File: config.mk
export PLATFORM = sky130hd
export DESIGN_NAME = amrdec_cell
export DESIGN_NICKNAME = d
export VERILOG_FILES = /design/src/rtl/address_map_region_decoder_core_macros.svh /design/src/rtl/amrdec_pkg.sv /design/src/rtl/amrdec_cell.sv
export SDC_FILE = /design/constraint.sdc
export NUM_CORES = 1
export LEC_CHECK = 0
export ABC_AREA = 1
export BUFFER_PORTS_ARGS = -buffer_cell sky130_fd_sc_hd__buf_2
export CORE_MARGIN = 2
export CORE_UTILIZATION = 50
export CTS_CLUSTER_DIAMETER = 40
export DETAILED_ROUTE_END_ITERATION = 12
export PLACE_DENSITY = 0.77
export SYNTH_ARGS = -nofsm -noshare
export SYNTH_HDL_FRONTEND = slang
export SYNTH_SLANG_ARGS = --single-unit
File: constraint.sdc
create_clock -name clk -period 2.8 [get_ports clk]
set_input_delay 0.56 -clock clk [delete_from_list [all_inputs] [get_ports clk]]
set_output_delay 0.56 -clock clk [all_outputs]
set_load 0.01 [all_outputs]
File: src/rtl/address_map_region_decoder_core_macros.svh
// ----------------------------------------------------------------------------
// Assertion macros for the address map region decoder
// Implication checks sampled on clk and disabled while rst is high.
// ----------------------------------------------------------------------------
`ifndef ADDRESS_MAP_REGION_DECODER_CORE_MACROS_SVH
`define ADDRESS_MAP_REGION_DECODER_CORE_MACROS_SVH

`ifndef SYNTHESIS
// same-cycle implication
`define AMRDEC_ASSERT_IMP(lbl, ante, cons) \
  lbl: assert property (@(posedge clk) disable iff (rst) (ante) |-> (cons)) \
    else $error("decoder check failed");
// next-cycle implication
`define AMRDEC_ASSERT_NXT(lbl, ante, cons) \
  lbl: assert property (@(posedge clk) disable iff (rst) (ante) |=> (cons)) \
    else $error("decoder check failed");
`else
`define AMRDEC_ASSERT_IMP(lbl, ante, cons)
`define AMRDEC_ASSERT_NXT(lbl, ante, cons)
`endif

`endif

File: src/rtl/amrdec_pkg.sv
// ----------------------------------------------------------------------------
// Address map region decoder package
// Codes, defaults and the word that travels down the region cell chain.
// ----------------------------------------------------------------------------
package amrdec_pkg;

  localparam int MaxRegionsDefault = 8;
  localparam int StoreBytesDefault = 65536;
  localparam logic [17:0] SPACE_END = 18'h10000;

  typedef enum logic [1:0] {
    OP_MAP   = 2'd0,
    OP_READ  = 2'd1,
    OP_WRITE = 2'd2,
    OP_NOP   = 2'd3
  } op_t;

  typedef enum logic [2:0] {
    ST_OK      = 3'd0,
    ST_BEYOND  = 3'd1,
    ST_OVERLAP = 3'd2,
    ST_FULL    = 3'd3,
    ST_ZERO    = 3'd4
  } status_t;

  // word handed from cell to cell
  typedef struct packed {
    logic        vld;
    op_t         op;
    logic [15:0] address;
    logic [16:0] size;
    logic        rd;
    logic        wr;
    logic [7:0]  wdata;
    logic        trap;
    status_t     status;
    logic        hit;
    logic        handled;
    logic        placed;
    logic [2:0]  idx;
  } tok_t;

  typedef struct packed {
    logic        done;
    status_t     status;
    logic        routed;
    logic [2:0]  idx;
    logic [7:0]  rdata;
    logic [15:0] daddr;
    logic [7:0]  ddata;
    logic        dtrap;
  } res_t;

endpackage

File: src/rtl/amrdec_cell.sv
// ----------------------------------------------------------------------------
// Region cell
// Holds one region entry; checks the passing word for hit, overlap or claim.
// ----------------------------------------------------------------------------
module amrdec_cell #(
  parameter int CELL_IDX = 0
) (
  input  logic               clk,
  input  logic               rst,
  input  amrdec_pkg::tok_t   tok_i,
  output amrdec_pkg::tok_t   tok_o
);
  import amrdec_pkg::*;

  logic        valid;
  logic [15:0] start;
  logic [16:0] length;
  logic        rd;
  logic        wr;

  logic [16:0] reg_end;
  logic [17:0] new_end;
  logic        in_region;
  logic        overlap;
  logic        capture;
  tok_t        tok_next;

  assign reg_end   = {1'b0, start} + length;
  assign new_end   = {2'b00, tok_i.address} + {1'b0, tok_i.size};
  assign in_region = (tok_i.address >= start) && ({1'b0, tok_i.address} < reg_end);
  assign overlap   = ({1'b0, tok_i.address} < reg_end) && ({2'b00, start} < new_end);
  assign capture   = tok_i.vld && (tok_i.op == OP_MAP) && (tok_i.status == ST_OK) &&
                     !tok_i.placed && !valid;

  always_comb begin
    tok_next = tok_i;
    if (tok_i.vld) begin
      unique case (tok_i.op)
        OP_MAP: begin
          if (tok_i.status == ST_OK && !tok_i.placed) begin
            if (valid && overlap) begin
              tok_next.status = ST_OVERLAP;
            end else if (!valid) begin
              tok_next.placed = 1'b1;
              tok_next.idx    = 3'(CELL_IDX);
            end
          end
        end
        OP_READ, OP_WRITE: begin
          if (valid && in_region && !tok_i.hit) begin
            tok_next.hit     = 1'b1;
            tok_next.idx     = 3'(CELL_IDX);
            tok_next.handled = (tok_i.op == OP_READ) ? rd : wr;
          end
        end
        default: begin
        end
      endcase
    end
  end

  always_ff @(posedge clk) begin
    if (rst) begin
      tok_o <= '0;
      valid <= 1'b0;
    end else begin
      tok_o <= tok_next;
      if (capture) begin
        valid <= 1'b1;
      end
    end
  end

  always_ff @(posedge clk) begin
    if (capture) begin
      start  <= tok_i.address;
      length <= tok_i.size;
      rd     <= tok_i.rd;
      wr     <= tok_i.wr;
    end
  end

endmodule

After elaboration in Yosys (flattened, before gate mapping)
Cells that the tools add are included.
W data, S select, Z words.
{"block": "totals", "elab_cells": 54, "out_inout_bits": 56, "ff_bits": 92, "in_bits": 58}
{"block": "op_classes", "n_eq_ne": 2, "n_mux": 13, "order_cmp": 3, "n_reduce_logical": 16, "addsub": 2}
{"op": "$add A16 B17 Y18", "count": 1}
{"op": "$lt A16 B18 Y1", "count": 1}
{"op": "$add A16 B17 Y17", "count": 1}
{"op": "$lt A16 B17 Y1", "count": 1}
{"op": "$ge A16 B16 Y1", "count": 1}
{"op": "$mux W3", "count": 4}
{"op": "$mux W4", "count": 3}
{"op": "$logic_and A1 B1 Y1", "count": 10}
{"op": "$mux W9", "count": 1}
{"op": "$pmux W3 S2", "count": 1}
{"op": "$mux W2", "count": 2}
{"op": "$logic_not A1 Y1", "count": 3}
{"op": "$logic_not A3 Y1", "count": 1}
{"op": "$eq A2 B1 Y1 const B", "count": 1}
{"op": "$eq A2 B2 Y1 const B", "count": 1}
{"op": "$logic_not A2 Y1", "count": 1}
{"op": "$mux W1", "count": 2}
{"op": "$reduce_or A2 Y1", "count": 1}

Longest topological paths before layout
Gate-level depths: netlist of run 1.
{"block": "depth", "word_depth": 8, "depth_mapped": 25, "ltp_nobuf": 25}

Worst setup path before layout of run 1
No wires, ideal clock.
{"block": "synth_timing", "kind": "reg2reg", "startpoint": "register start[2]", "endpoint": "register tok_o[4] in the netlist's numbering", "synth_period_minus_slack_ns": 3.019, "setup_slack_ns": -0.219, "setup_ns": 0.115, "arrival_ns": 2.904, "path_stages_with_launch": 26, "required_time_ns": 2.685, "n_path_buf": 0, "path_cell_list": "edfxtp_1 -> ha_1 -> nand2_1 -> nand2_1 -> nand3_1 -> nand2_1 -> a21oi_1 -> o21ai_2 -> a31oi_1 -> o21ai_1 -> xnor2_1 -> ha_1 -> nand2_1 -> nor2_1 -> nor3b_1 -> nand2_1 -> nand2_1 -> nand2_1 -> nand2_1 -> nand2_1 -> nand2_2 -> nand3_2 -> nor2_4 -> nand3_1 -> nand2_1 -> nor2_1"}
{"block": "synth_via", "elab_chain_len": 8, "word_cells_on_any_way": 9, "cone_classes": "1 x add/sub; 2 x order compare; 3 x mux; 3 x reduce/logical"}
{"element": "from (decl)", "line_no": "amrdec_cell.sv:16", "rtl": "logic [15:0] start;"}
{"element": "from (signal assigned)", "line_no": "amrdec_cell.sv:76", "rtl": "start <= tok_i.address;"}
{"element": "$add A16 B17 Y17", "line_no": "amrdec_cell.sv:28", "rtl": "assign reg_end = {1'b0, start} + length;"}
{"element": "$lt A16 B17 Y1", "line_no": "amrdec_cell.sv:30", "rtl": "assign in_region = (tok_i.address >= start) && ({1'b0, tok_i.address} < reg_end);"}
{"element": "$logic_and A1 B1 Y1 (*)", "line_no": "amrdec_cell.sv:30"}
{"element": "$logic_and A1 B1 Y1 (*) (2 in a row)", "line_no": "amrdec_cell.sv:50", "rtl": "if (valid && in_region && !tok_i.hit) begin"}
{"element": "$mux W2 (*)", "line_no": "amrdec_cell.sv:50"}
{"element": "$mux W2 (*)", "line_no": "amrdec_cell.sv:38", "rtl": "unique case (tok_i.op)"}
{"element": "$mux W9 (*)", "line_no": "amrdec_cell.sv:37", "rtl": "if (tok_i.vld) begin"}
{"element": "to (signal assigned)", "line_no": "amrdec_cell.sv:67", "rtl": "tok_o <= tok_next;"}
{"element": "to (decl)", "line_no": "amrdec_cell.sv:11", "rtl": "output amrdec_pkg::tok_t tok_o"}
Mark *: on every way between the ends. The rest lies on a longest branch, timed or not.
A chain may end at the register's enable or synchronous reset.

Final worst setup path of run 1
{"block": "layout_timing", "startpoint": "register start[0]", "endpoint": "register tok_o[4] in the netlist's numbering"}
Same word-level chain as after synthesis.

==> impl_metrics.tcl, run 1 <==
set metrics [dict create \
    pwr_density_cell_nw_per_um2 421 \
    crit_family "simple AND/OR/NAND/NOR gates" \
    finalSetupViolCount 6 \
    whs_endpoint "wr$_DFFE_PP_" \
    clock_path_buffers 2 \
    cts_root_buf "clkbuf_8" \
    synth_compound_area_share_pct 10.6 \
    layout_setup_ws_ps -382 \
    gp_congestion 0.870 \
    critPathBufInv 0 \
    holdCritStartpoint "tok_i[18]" \
    p_int_uw 2100 \
    placed_cell_area_sq_um 6720 \
    die_x_um 107 \
    fin_util_pct 67.6 \
    clock_latency_ps 380 \
    cts_tree "yes" \
    fin_nets 956 \
    multiInputGateArea_sq_um 2830 \
    vdd_drop_max_uv 334 \
    drtIter0Drc 229 \
    io_buffers 113 \
    grt_pass1_wl_um 21700 \
    ys_types 38 \
    switching_power_uw 836 \
    place_ws_ps -458 \
    final_area_sq_um 6980 \
    antenna_found_initial 0 \
    grt_pass1_vias 4871 \
    syn-num-nets 749 \
    reg2reg_to "tok_o[4]$_SDFF_PP0_" \
    pwr-share-clk_pct 29.8 \
    startpoint_type "flip-flop" \
    antenna_cells 0 \
    cts_inserted_buffers 9 \
    ant_nets 0 \
    power.share.combinational_pct 21.1 \
    initial_utilization_pct 51.3 \
    end_kind "flip-flop" \
    violations "negative setup slack" \
    tightest_slew_ps 590 \
    grt_max_degree 36 \
    ys_seq_elements 92 \
    die_y_um 107 \
    regArea_sq_um 2190 \
    syn_area_sq_um 5300 \
    whs_path_depth 1 \
    r2r-start "start[0]$_DFFE_PP_" \
    route.detailed.drc 0 \
    ctsHoldBuffers 0 \
    synth-xor-area-share_pct 4.63 \
    hold_viol 0 \
    synthSimpleGateAreaFrac_pct 16.1 \
    post-route-period-util_pct 114 \
    layout_commonest_cell "buf_2" \
    layout_common_cells "buf_2, inv_1, buf_4" \
    num_vias 4771 \
    crit_path_top_delay_cell "edfxtp_1" \
    synthCells 608 \
    muxShareOfSynthArea_pct 0.189 \
    fillerInstances 763 \
    fin_crit_ps 3180 \
    worst-r2r-cell-count 24 \
    status "finished with violations" \
    fmax_mhz 314 \
    p_sw_share_pct 28.5 \
    dp_hpwl_um 10700 \
    cts.sinks 92 \
    clock_skew_ps 12.3 \
    rows 37 \
    coreArea_sq_um 10300 \
    dieArea_sq_um 11400 \
    cp_cell_sequence "ha_4, fa_2, nand3_2, nand2_2, nand3_2, o21ai_4, nand3_1, nand2_1, xnor2_1, ha_1, a21oi_2, nor2_2, nor3b_2, nand2_1, nand2_1, nand2_1, nand2_1, nand2_1, nand2_2, nand3_2, nor2_4, nand3_1, nand2_1, nor2_1" \
    synth_fa_ha_area_share_pct 19.9 \
    dr.pass1.iters 5 \
    required_ps 3070 \
    drive_gt1_share_pct 29.9 \
    cap_violations 0 \
    yosysSeqAreaShare_pct 41.4 \
    grt_usage_pct 24.3 \
    max_stage_delay_ps 440 \
    synth_area_per_cell_sq_um 8.72 \
    slew_headroom_pct 60.7 \
    htreeDepth 3 \
    worstPathArrival_ps 3450 \
    synth_top_family_by_area "adder cells" \
    synth_warnings 0 \
    p_leak_uw 0.00364 \
    pwr-share-seq_pct 49.2 \
    drt_wl_total_um 13200 \
    io_pins 114 \
    wl_per_cell_um 13.8 \
    hold_path_class "in -> reg" \
    gr-total-overflow 0 \
    clk_pin_slew_ps 80 \
    criticalPathCategory "reg -> reg" \
    avgViaCountPerCell 4.99 \
    crit_path_frequent_cell "nand2_1" \
    path_max_fanout 4 \
    r2r_setup_slack_ps -380 \
    area_delta_synth_final_pct 31.6 \
    rsz0062_at_grt "yes" \
    drv_slew 0 \
]
power groups by stage:
stage | clock [uW] | combinational (uW) | sequential (uW)
after global routing | 937 | 697 | 1450
final | 874 | 618 | 1440
after global placement | 0 | 589 | 1470
after detailed placement | 0 | 610 | 1470
after floorplan | 0 | 320 | 1500
after CTS | 890 | 616 | 1440
Yosys cell counts, drive strengths merged:
library cell / n / area [sq um]
edfxtp: 35 / 1050
xor2: 16 / 140
a211oi: 2 / 15.0
ha: 81 / 1010
fa: 2 / 40.0
nor3b: 1 / 7.51
o31ai: 1 / 7.51
o211ai: 3 / 27.5
nand3: 24 / 135
o21bai: 2 / 15.0
nand2: 90 / 343
dfxtp: 57 / 1140
a21o: 5 / 37.5
inv: 94 / 353
nand3b: 2 / 15.0
a21boi: 1 / 11.3
nor4: 1 / 6.26
nor3: 7 / 35.0
nor2: 76 / 293
xnor2: 12 / 105
a221oi: 1 / 8.76
a31oi: 7 / 43.8
o21a: 1 / 7.51
clkbuf: 6 / 22.5
or2: 1 / 6.26
o21ai: 22 / 125
mux2i: 1 / 10.0
a21oi: 52 / 260
clkinv: 3 / 11.3
nand4: 2 / 12.5
layer usage:
metal / part of all wire, % / GRT usage, %
met1: 44 / 30.7
met2: 48 / 40.8
met3: 5.8 / 4.13
met4: 2.8 / 10.8
met5: 0 / 0
worst reg2reg max path: cells and delay by family, from the launching register on:
family	cells	cell delay, ps
AND/OR/NAND/NOR	18	1400
adder cells (fa/ha/maj)	3	880
flip-flops	1	440
AO/OA/AOI/OAI	2	240
XOR/XNOR	1	130
state kept, by name, summed over array words and instances, names as in the netlist:
signal	cells
rd	1
tok_o	56
wr	1
start	16
length	17
valid	1
cells by family (layout without fill, tap and decap cells):
kind of cell	count (synthesis)	in the layout
AND/OR/NAND/NOR	204	204
buffers and inverters	103	315
AO/OA/AOI/OAI	97	97
flip-flops	92	92
adder cells (fa/ha/maj)	83	83
XOR/XNOR	28	28
multiplexers	1	1
repair_timing:
| item | CTS | global route |
|---|---|---|
| setup endpoints to repair | 6 | 6 |
| pin swaps | 2 | 3 |
| resized for setup | 2 | 5 |
| setup buffers | 2 | 3 |
| gates cloned | 0 | 0 |
how the worst max path moves through the flow:
stage	start	end	slack, ps	cells after the start
CTS	start[0]$_DFFE_PP_	tok_o[4]$_SDFF_PP0_	-380	25
finish	start[0]$_DFFE_PP_	tok_o[4]$_SDFF_PP0_	-380	24
floorplan	start[2]$_DFFE_PP_	tok_o[4]$_SDFF_PP0_	-110	25
global placement	tok_i[22]	tok_o[7]$_SDFF_PP0_	-380	21
detailed placement	tok_i[22]	tok_o[7]$_SDFF_PP0_	-460	21
global route	length[0]$_DFFE_PP_	tok_o[4]$_SDFF_PP0_	-670	24
cell type report:
cell class	instances	area share [%]
Sequential cell	92	31.4
Inverter	97	5.22
Timing Repair Buffer	202	17.7
Clock buffer	12	2.24
Clock inverter	4	0.413
Multi-Input combinational cell	413	40.6
Tap cell	136	2.44
metrics by stage:
stage	TNS [ps]	cells	hold WS, ps	power, uW
CTS	-2080	953	354	2950
finish	-2040	956	372	2930
floorplan	-239	608	511	1820
global route	-3700	956	364	3080
detailed placement	-2280	935	565	2080
global placement	-1550	935	549	2060
Power figures use the tool's default switching activity.
==> inputs of run 2 (changes only) <==
--- a/config.mk
+++ b/config.mk
@@ -12,6 +12,7 @@
 export CTS_CLUSTER_DIAMETER = 40
 export DETAILED_ROUTE_END_ITERATION = 12
 export PLACE_DENSITY = 0.77
+export RECOVER_POWER = 100
 export SYNTH_ARGS = -nofsm -noshare
 export SYNTH_HDL_FRONTEND = slang
 export SYNTH_SLANG_ARGS = --single-unit
==> run 2 against run 1 <==
Against the previous run: wire length down 0.32%; critical endpoint unchanged; final cell count unchanged; the flow still finishes with violations (negative setup slack); via count down 0.21%; first-iteration DRC count down 7.0%.
==> impl_metrics.tcl, run 2 (synthesis gave the netlist of run 1 again) <==
set metrics [dict create \
    coreArea_sq_um 10300 \
    clock_latency_ps 380 \
    avgViaCountPerCell 4.98 \
    route.detailed.drc 0 \
    end_kind "flip-flop" \
    drive_gt1_share_pct 26.2 \
    layout_setup_ws_ps -375 \
    max_stage_delay_ps 440 \
    num_vias 4761 \
    grt_max_degree 36 \
    drv_slew 0 \
    slew_headroom_pct 60.3 \
    report.power.total_uw 2920 \
    worst-r2r-cell-count 24 \
    reg2reg_to "tok_o[4]$_SDFF_PP0_" \
    fin_util_pct 66.9 \
    antenna_found_initial 0 \
    gr-total-overflow 0 \
    holdCritStartpoint "tok_i[18]" \
    fmax_mhz 315 \
    path_max_fanout 4 \
    drt_wl_total_um 13200 \
    clock_skew_ps 11.0 \
    crit_path_top_delay_cell "edfxtp_1" \
    hold_viol 0 \
    clock_path_buffers 2 \
    setup_tns_ps -2010 \
    largest_reg_flops 56 \
    rows 37 \
    io_pins 114 \
    pwr_density_cell_nw_per_um2 423 \
    regMostFlops "tok_o" \
    r2r-start "start[0]$_DFFE_PP_" \
    grt_pass1_wl_um 21700 \
    finalSetupViolCount 6 \
    tightest_slew_ps 595 \
    die_x_um 107 \
    vdd_drop_max_uv 334 \
    cts_tree "yes" \
    cts_root_buf "clkbuf_8" \
    r2r_setup_slack_ps -370 \
    whs_endpoint "wr$_DFFE_PP_" \
    dieArea_sq_um 11400 \
    die_y_um 107 \
    largestRegisters "tok_o (56), length (17), start (16)" \
    gp_congestion 0.870 \
    rsz0062_at_grt "yes" \
    dp_hpwl_um 10700 \
    criticalPathCategory "reg -> reg" \
    startpoint_type "flip-flop" \
    cp_cell_sequence "ha_4, fa_2, nand3_2, nand2_2, nand3_2, o21ai_4, nand3_1, nand2_1, xnor2_1, ha_1, a21oi_2, nor2_2, nor3b_2, nand2_1, nand2_1, nand2_1, nand2_1, nand2_1, nand2_2, nand3_2, nor2_4, nand3_1, nand2_1, nor2_1" \
    grt_usage_pct 24.3 \
    grt_pass1_vias 4871 \
    whs_path_depth 1 \
    cap_violations 0 \
    status "finished with violations" \
    hold_path_class "in -> reg" \
    crit_path_frequent_cell "nand2_1" \
    layout_common_cells "buf_2, inv_1, nand2_1" \
    worstPathArrival_ps 3450 \
    required_ps 3070 \
    ctsHoldBuffers 0 \
    violations "negative setup slack" \
    drtIter0Drc 213 \
    place_ws_ps -458 \
    layout_commonest_cell "buf_2" \
    clk_pin_slew_ps 80 \
    htreeDepth 3 \
    p_leak_uw 0.00354 \
    wl_per_cell_um 13.8 \
    cts.sinks 92 \
    post-route-period-util_pct 113 \
    fin_crit_ps 3170 \
    area_delta_synth_final_pct 30.3 \
    initial_utilization_pct 51.3 \
    dr.pass1.iters 5 \
    io_buffers 113 \
    cts_inserted_buffers 9 \
    antenna_cells 0 \
    ant_nets 0 \
    fin_nets 956 \
]
## run 2: cell count changes in the layout (fill, tap and decap cells not counted), sizes merged
cell,previous run,this run
buf,202,171
clkbuf,12,43
## run 2: power breakdown
| group | total (uW) | internal [uW] | switching [uW] | leakage, uW |
|---|---|---|---|---|
| clock | 872 | 383 | 489 | 0.0000968 |
| sequential | 1440 | 1430 | 11.7 | 0.000790 |
| combinational | 606 | 272 | 334 | 0.00266 |
## run 2: timing repair
action,in CTS,in global routing
endpoints found under the setup margin,6,6
gates resized for setup,2,5
pin swaps,2,3
buffers inserted,2,3
## run 2: area by class of cell
class                      instances  area (sq um)
inverter                          97           364
multi-input combinational        413          2830
tap                              136           170
clock buffer                      12           156
fill                             782          3420
sequential                        92          2190
timing repair buffer             202          1160
clock inverter                     4          28.8
## run 2: worst max path at each step
stage,startpoint,cells after the start,to
after floorplan,start[2]$_DFFE_PP_,25,tok_o[4]$_SDFF_PP0_
after global placement,tok_i[22],21,tok_o[7]$_SDFF_PP0_
after detailed placement,tok_i[22],21,tok_o[7]$_SDFF_PP0_
after CTS,start[0]$_DFFE_PP_,25,tok_o[4]$_SDFF_PP0_
after global routing,length[0]$_DFFE_PP_,24,tok_o[4]$_SDFF_PP0_
final,start[0]$_DFFE_PP_,24,tok_o[4]$_SDFF_PP0_
## run 2: metal layers
layer  GRT usage [%]  share of wire, %  vias up
met5               0                 0        -
met1            30.7                44     2166
met3            4.13               6.1       26
met4            10.8               2.8        0
li1                -                 -     2429
met2            40.8                48      140
## run 2: through the flow
stage,cells,hold WS (ps),area [sq um]
after floorplan,608,511,5370
after global placement,935,549,6720
after detailed placement,935,565,6720
after CTS,953,354,6940
after global routing,956,364,6910
final,956,372,6910
## run 2: critical path, delay by kind of cell (launching register included)
family / cells / cell delay [ps]
simple gates: 18 / 1390
fa+ha+maj: 3 / 880
flops: 1 / 440
compound gates: 2 / 240
xor+xnor: 1 / 130
==> inputs of run 3 (changes only) <==
--- a/config.mk
+++ b/config.mk
@@ -8,10 +8,10 @@
 export ABC_AREA = 1
 export BUFFER_PORTS_ARGS = -buffer_cell sky130_fd_sc_hd__buf_2
 export CORE_MARGIN = 2
-export CORE_UTILIZATION = 50
+export CORE_UTILIZATION = 45
 export CTS_CLUSTER_DIAMETER = 40
 export DETAILED_ROUTE_END_ITERATION = 12
-export PLACE_DENSITY = 0.77
+export PLACE_DENSITY = 0.71
 export RECOVER_POWER = 100
 export SYNTH_ARGS = -nofsm -noshare
 export SYNTH_HDL_FRONTEND = slang
==> run 3 against run 2 <==
Against the previous run: the flow still finishes with violations (negative setup slack); total power rose by 9.7%; core utilization decreased by 5.6 points; wire length increased by 5.7%; combinational power is essentially flat; worst hold slack improved by 29 ps; register-to-register slack lost 140 ps; non-clock buffer count is 4 higher; largest cell class unchanged.
==> impl_metrics.tcl, run 3 (synthesis gave the netlist of run 1 again) <==
set metrics [dict create \
    status "finished with violations" \
    violations "negative setup slack" \
    startpoint "start[3]$_DFFE_PP_" \
    clock_latency_ps 350 \
    critPathCapture "tok_o[4]$_SDFF_PP0_" \
    worstPathArrival_ps 3560 \
    hold_path_class "in -> reg" \
    pwr_density_cell_nw_per_um2 456 \
    cp_cell_sequence "ha_4, nand2_1, nor2_2, a21oi_4, o21ai_2, a31oi_2, buf_4, buf_4, xor2_1, ha_1, a21oi_2, nor2_2, nor3b_2, nand2_1, nand2_1, nand2_1, nand2_1, nand2_1, nand2_2, nand3_2, nor2_4, nand3_2, nand2_1, nor2_1" \
    path_max_fanout 5 \
    rsz0062_at_grt "yes" \
    gr-total-overflow 0 \
    die_x_um 113 \
    grt_max_degree 34 \
    vdd_drop_max_uv 421 \
    final_area_sq_um 7020 \
    switching_power_uw 899 \
    antenna_cells 0 \
    clock_path_buffers 2 \
    drt_wl_total_um 13900 \
    crit_path_top_delay_cell "edfxtp_1" \
    htreeDepth 3 \
    r2r-start "start[3]$_DFFE_PP_" \
    antenna_found_initial 0 \
    end_kind "flip-flop" \
    post-route-period-util_pct 118 \
    met3_usage_pct 3.83 \
    die_y_um 113 \
    p_sw_share_pct 28.1 \
    place_ws_ps -491 \
    fmax_mhz 302 \
    tightest_slew_ps 732 \
    io_pins 114 \
    grt_usage_pct 22.4 \
    dieArea_sq_um 12700 \
    cts_tree "yes" \
    placed_cell_area_sq_um 6730 \
    coreArea_sq_um 11500 \
    num_vias 4839 \
    use_met1_pct 29.2 \
    ant_nets 0 \
    startpoint_type "flip-flop" \
    cts.sinks 92 \
    layout_common_cells "inv_1, clkbuf_1, nand2_1" \
    required_ps 3050 \
    finalSetupViolCount 6 \
    dr.pass1.iters 5 \
    power.share.combinational_pct 18.8 \
    fin_nets 960 \
    use_met2_pct 36.9 \
    avgViaCountPerCell 5.00 \
    clock_skew_ps 8.90 \
    drtIter0Drc 223 \
    cts_inserted_buffers 9 \
    p_int_uw 2300 \
    fin_util_pct 61.2 \
    gr-max-usage-layer "met2" \
    hold_viol 0 \
    fin_crit_ps 3310 \
    cts_root_buf "clkbuf_16" \
    io_buffers 113 \
    grt_pass1_vias 4923 \
    criticalPathCategory "reg -> reg" \
    gp_congestion 0.845 \
    area_delta_synth_final_pct 32.5 \
    grt_pass1_wl_um 22700 \
    pwr-share-seq_pct 45.1 \
    worst-r2r-cell-count 24 \
    route.detailed.drc 0 \
    reg2reg_to "tok_o[4]$_SDFF_PP0_" \
    rows 39 \
    slew_headroom_pct 51.2 \
    drv_slew 0 \
    largest_reg_flops 56 \
    r2r_setup_slack_ps -510 \
    regMostFlops "tok_o" \
    layout_commonest_cell "inv_1" \
    largestRegisters "tok_o (56), length (17), start (16)" \
    crit_path_frequent_cell "nand2_1" \
    wl_per_cell_um 14.4 \
    layout_setup_ws_ps -511 \
    cap_violations 0 \
    initial_utilization_pct 46.2 \
    max_stage_delay_ps 440 \
    fillerInstances 1004 \
    dp_hpwl_um 10800 \
    pwr-share-clk_pct 36.1 \
    clk_pin_slew_ps 70 \
    report.power.total_uw 3200 \
    drive_gt1_share_pct 21.1 \
    p_leak_uw 0.00341 \
]
run 3: area by class of cell:
| cell class | count | area, sq um | share of cell area, % |
|---|---|---|---|
| multi-input cells | 413 | 2890 | 41.1 |
| well taps | 143 | 179 | 2.55 |
| inverters | 97 | 364 | 5.18 |
| flip-flops and latches | 92 | 2190 | 31.2 |
| repair buffers | 206 | 1120 | 16.0 |
| clock buffers | 10 | 229 | 3.26 |
| clock inverters | 6 | 46.3 | 0.659 |
run 3: worst min-delay path by stage:
stage / depth (start not counted) / from / to / slack [ps]
2_1_floorplan: 2 / valid$_SDFFE_PP0P_ / valid$_SDFFE_PP0P_ / 510
3_3_place_gp: 2 / valid$_SDFFE_PP0P_ / valid$_SDFFE_PP0P_ / 550
3_5_place_dp: 2 / valid$_SDFFE_PP0P_ / valid$_SDFFE_PP0P_ / 590
4_1_cts: 1 / tok_i[18] / wr$_DFFE_PP_ / 390
5_1_grt: 3 / tok_i[17] / tok_o[17]$_SDFF_PP0_ / 410
6_report: 3 / tok_i[15] / tok_o[15]$_SDFF_PP0_ / 400
run 3: timing repair:
action                                  in CTS  in global routing
hold endpoints to repair                     0                  0
pin swaps                                   12                 27
resized for setup                            9                 15
buffers inserted                             5                  4
hold buffers                                 0                  0
endpoints found under the setup margin       6                  6
run 3: power by group through the flow:
| stage | Sequential [uW] | Clock, uW | Combinational, uW |
|---|---|---|---|
| 3_5_place_dp | 1470 | 0 | 615 |
| 3_3_place_gp | 1470 | 0 | 594 |
| 2_1_floorplan | 1500 | 0 | 320 |
| 4_1_cts | 1440 | 1180 | 623 |
| 6_report | 1450 | 1160 | 603 |
| 5_1_grt | 1450 | 1220 | 684 |
run 3: worst max-delay path: cells and delay by family (launching register included):
family          cells  cell delay, ps
simple gates       15            1300
xor+xnor            1             130
flops               1             440
buf+inv             2             280
fa+ha+maj           2             520
compound gates      4             550
run 3: per-stage QoR:
stage	hold slack [ps]	setup TNS, ps	std cells
2_1_floorplan	511	-239	608
4_1_cts	386	-1870	963
3_3_place_gp	552	-1690	942
5_1_grt	410	-3820	967
3_5_place_dp	586	-2450	942
6_report	402	-2690	967
run 3: layer usage:
layer	share of wire [%]	wire, um
met1	45	6340
met2	46	6430
met3	5.5	761
met4	3.0	412
met5	0	0
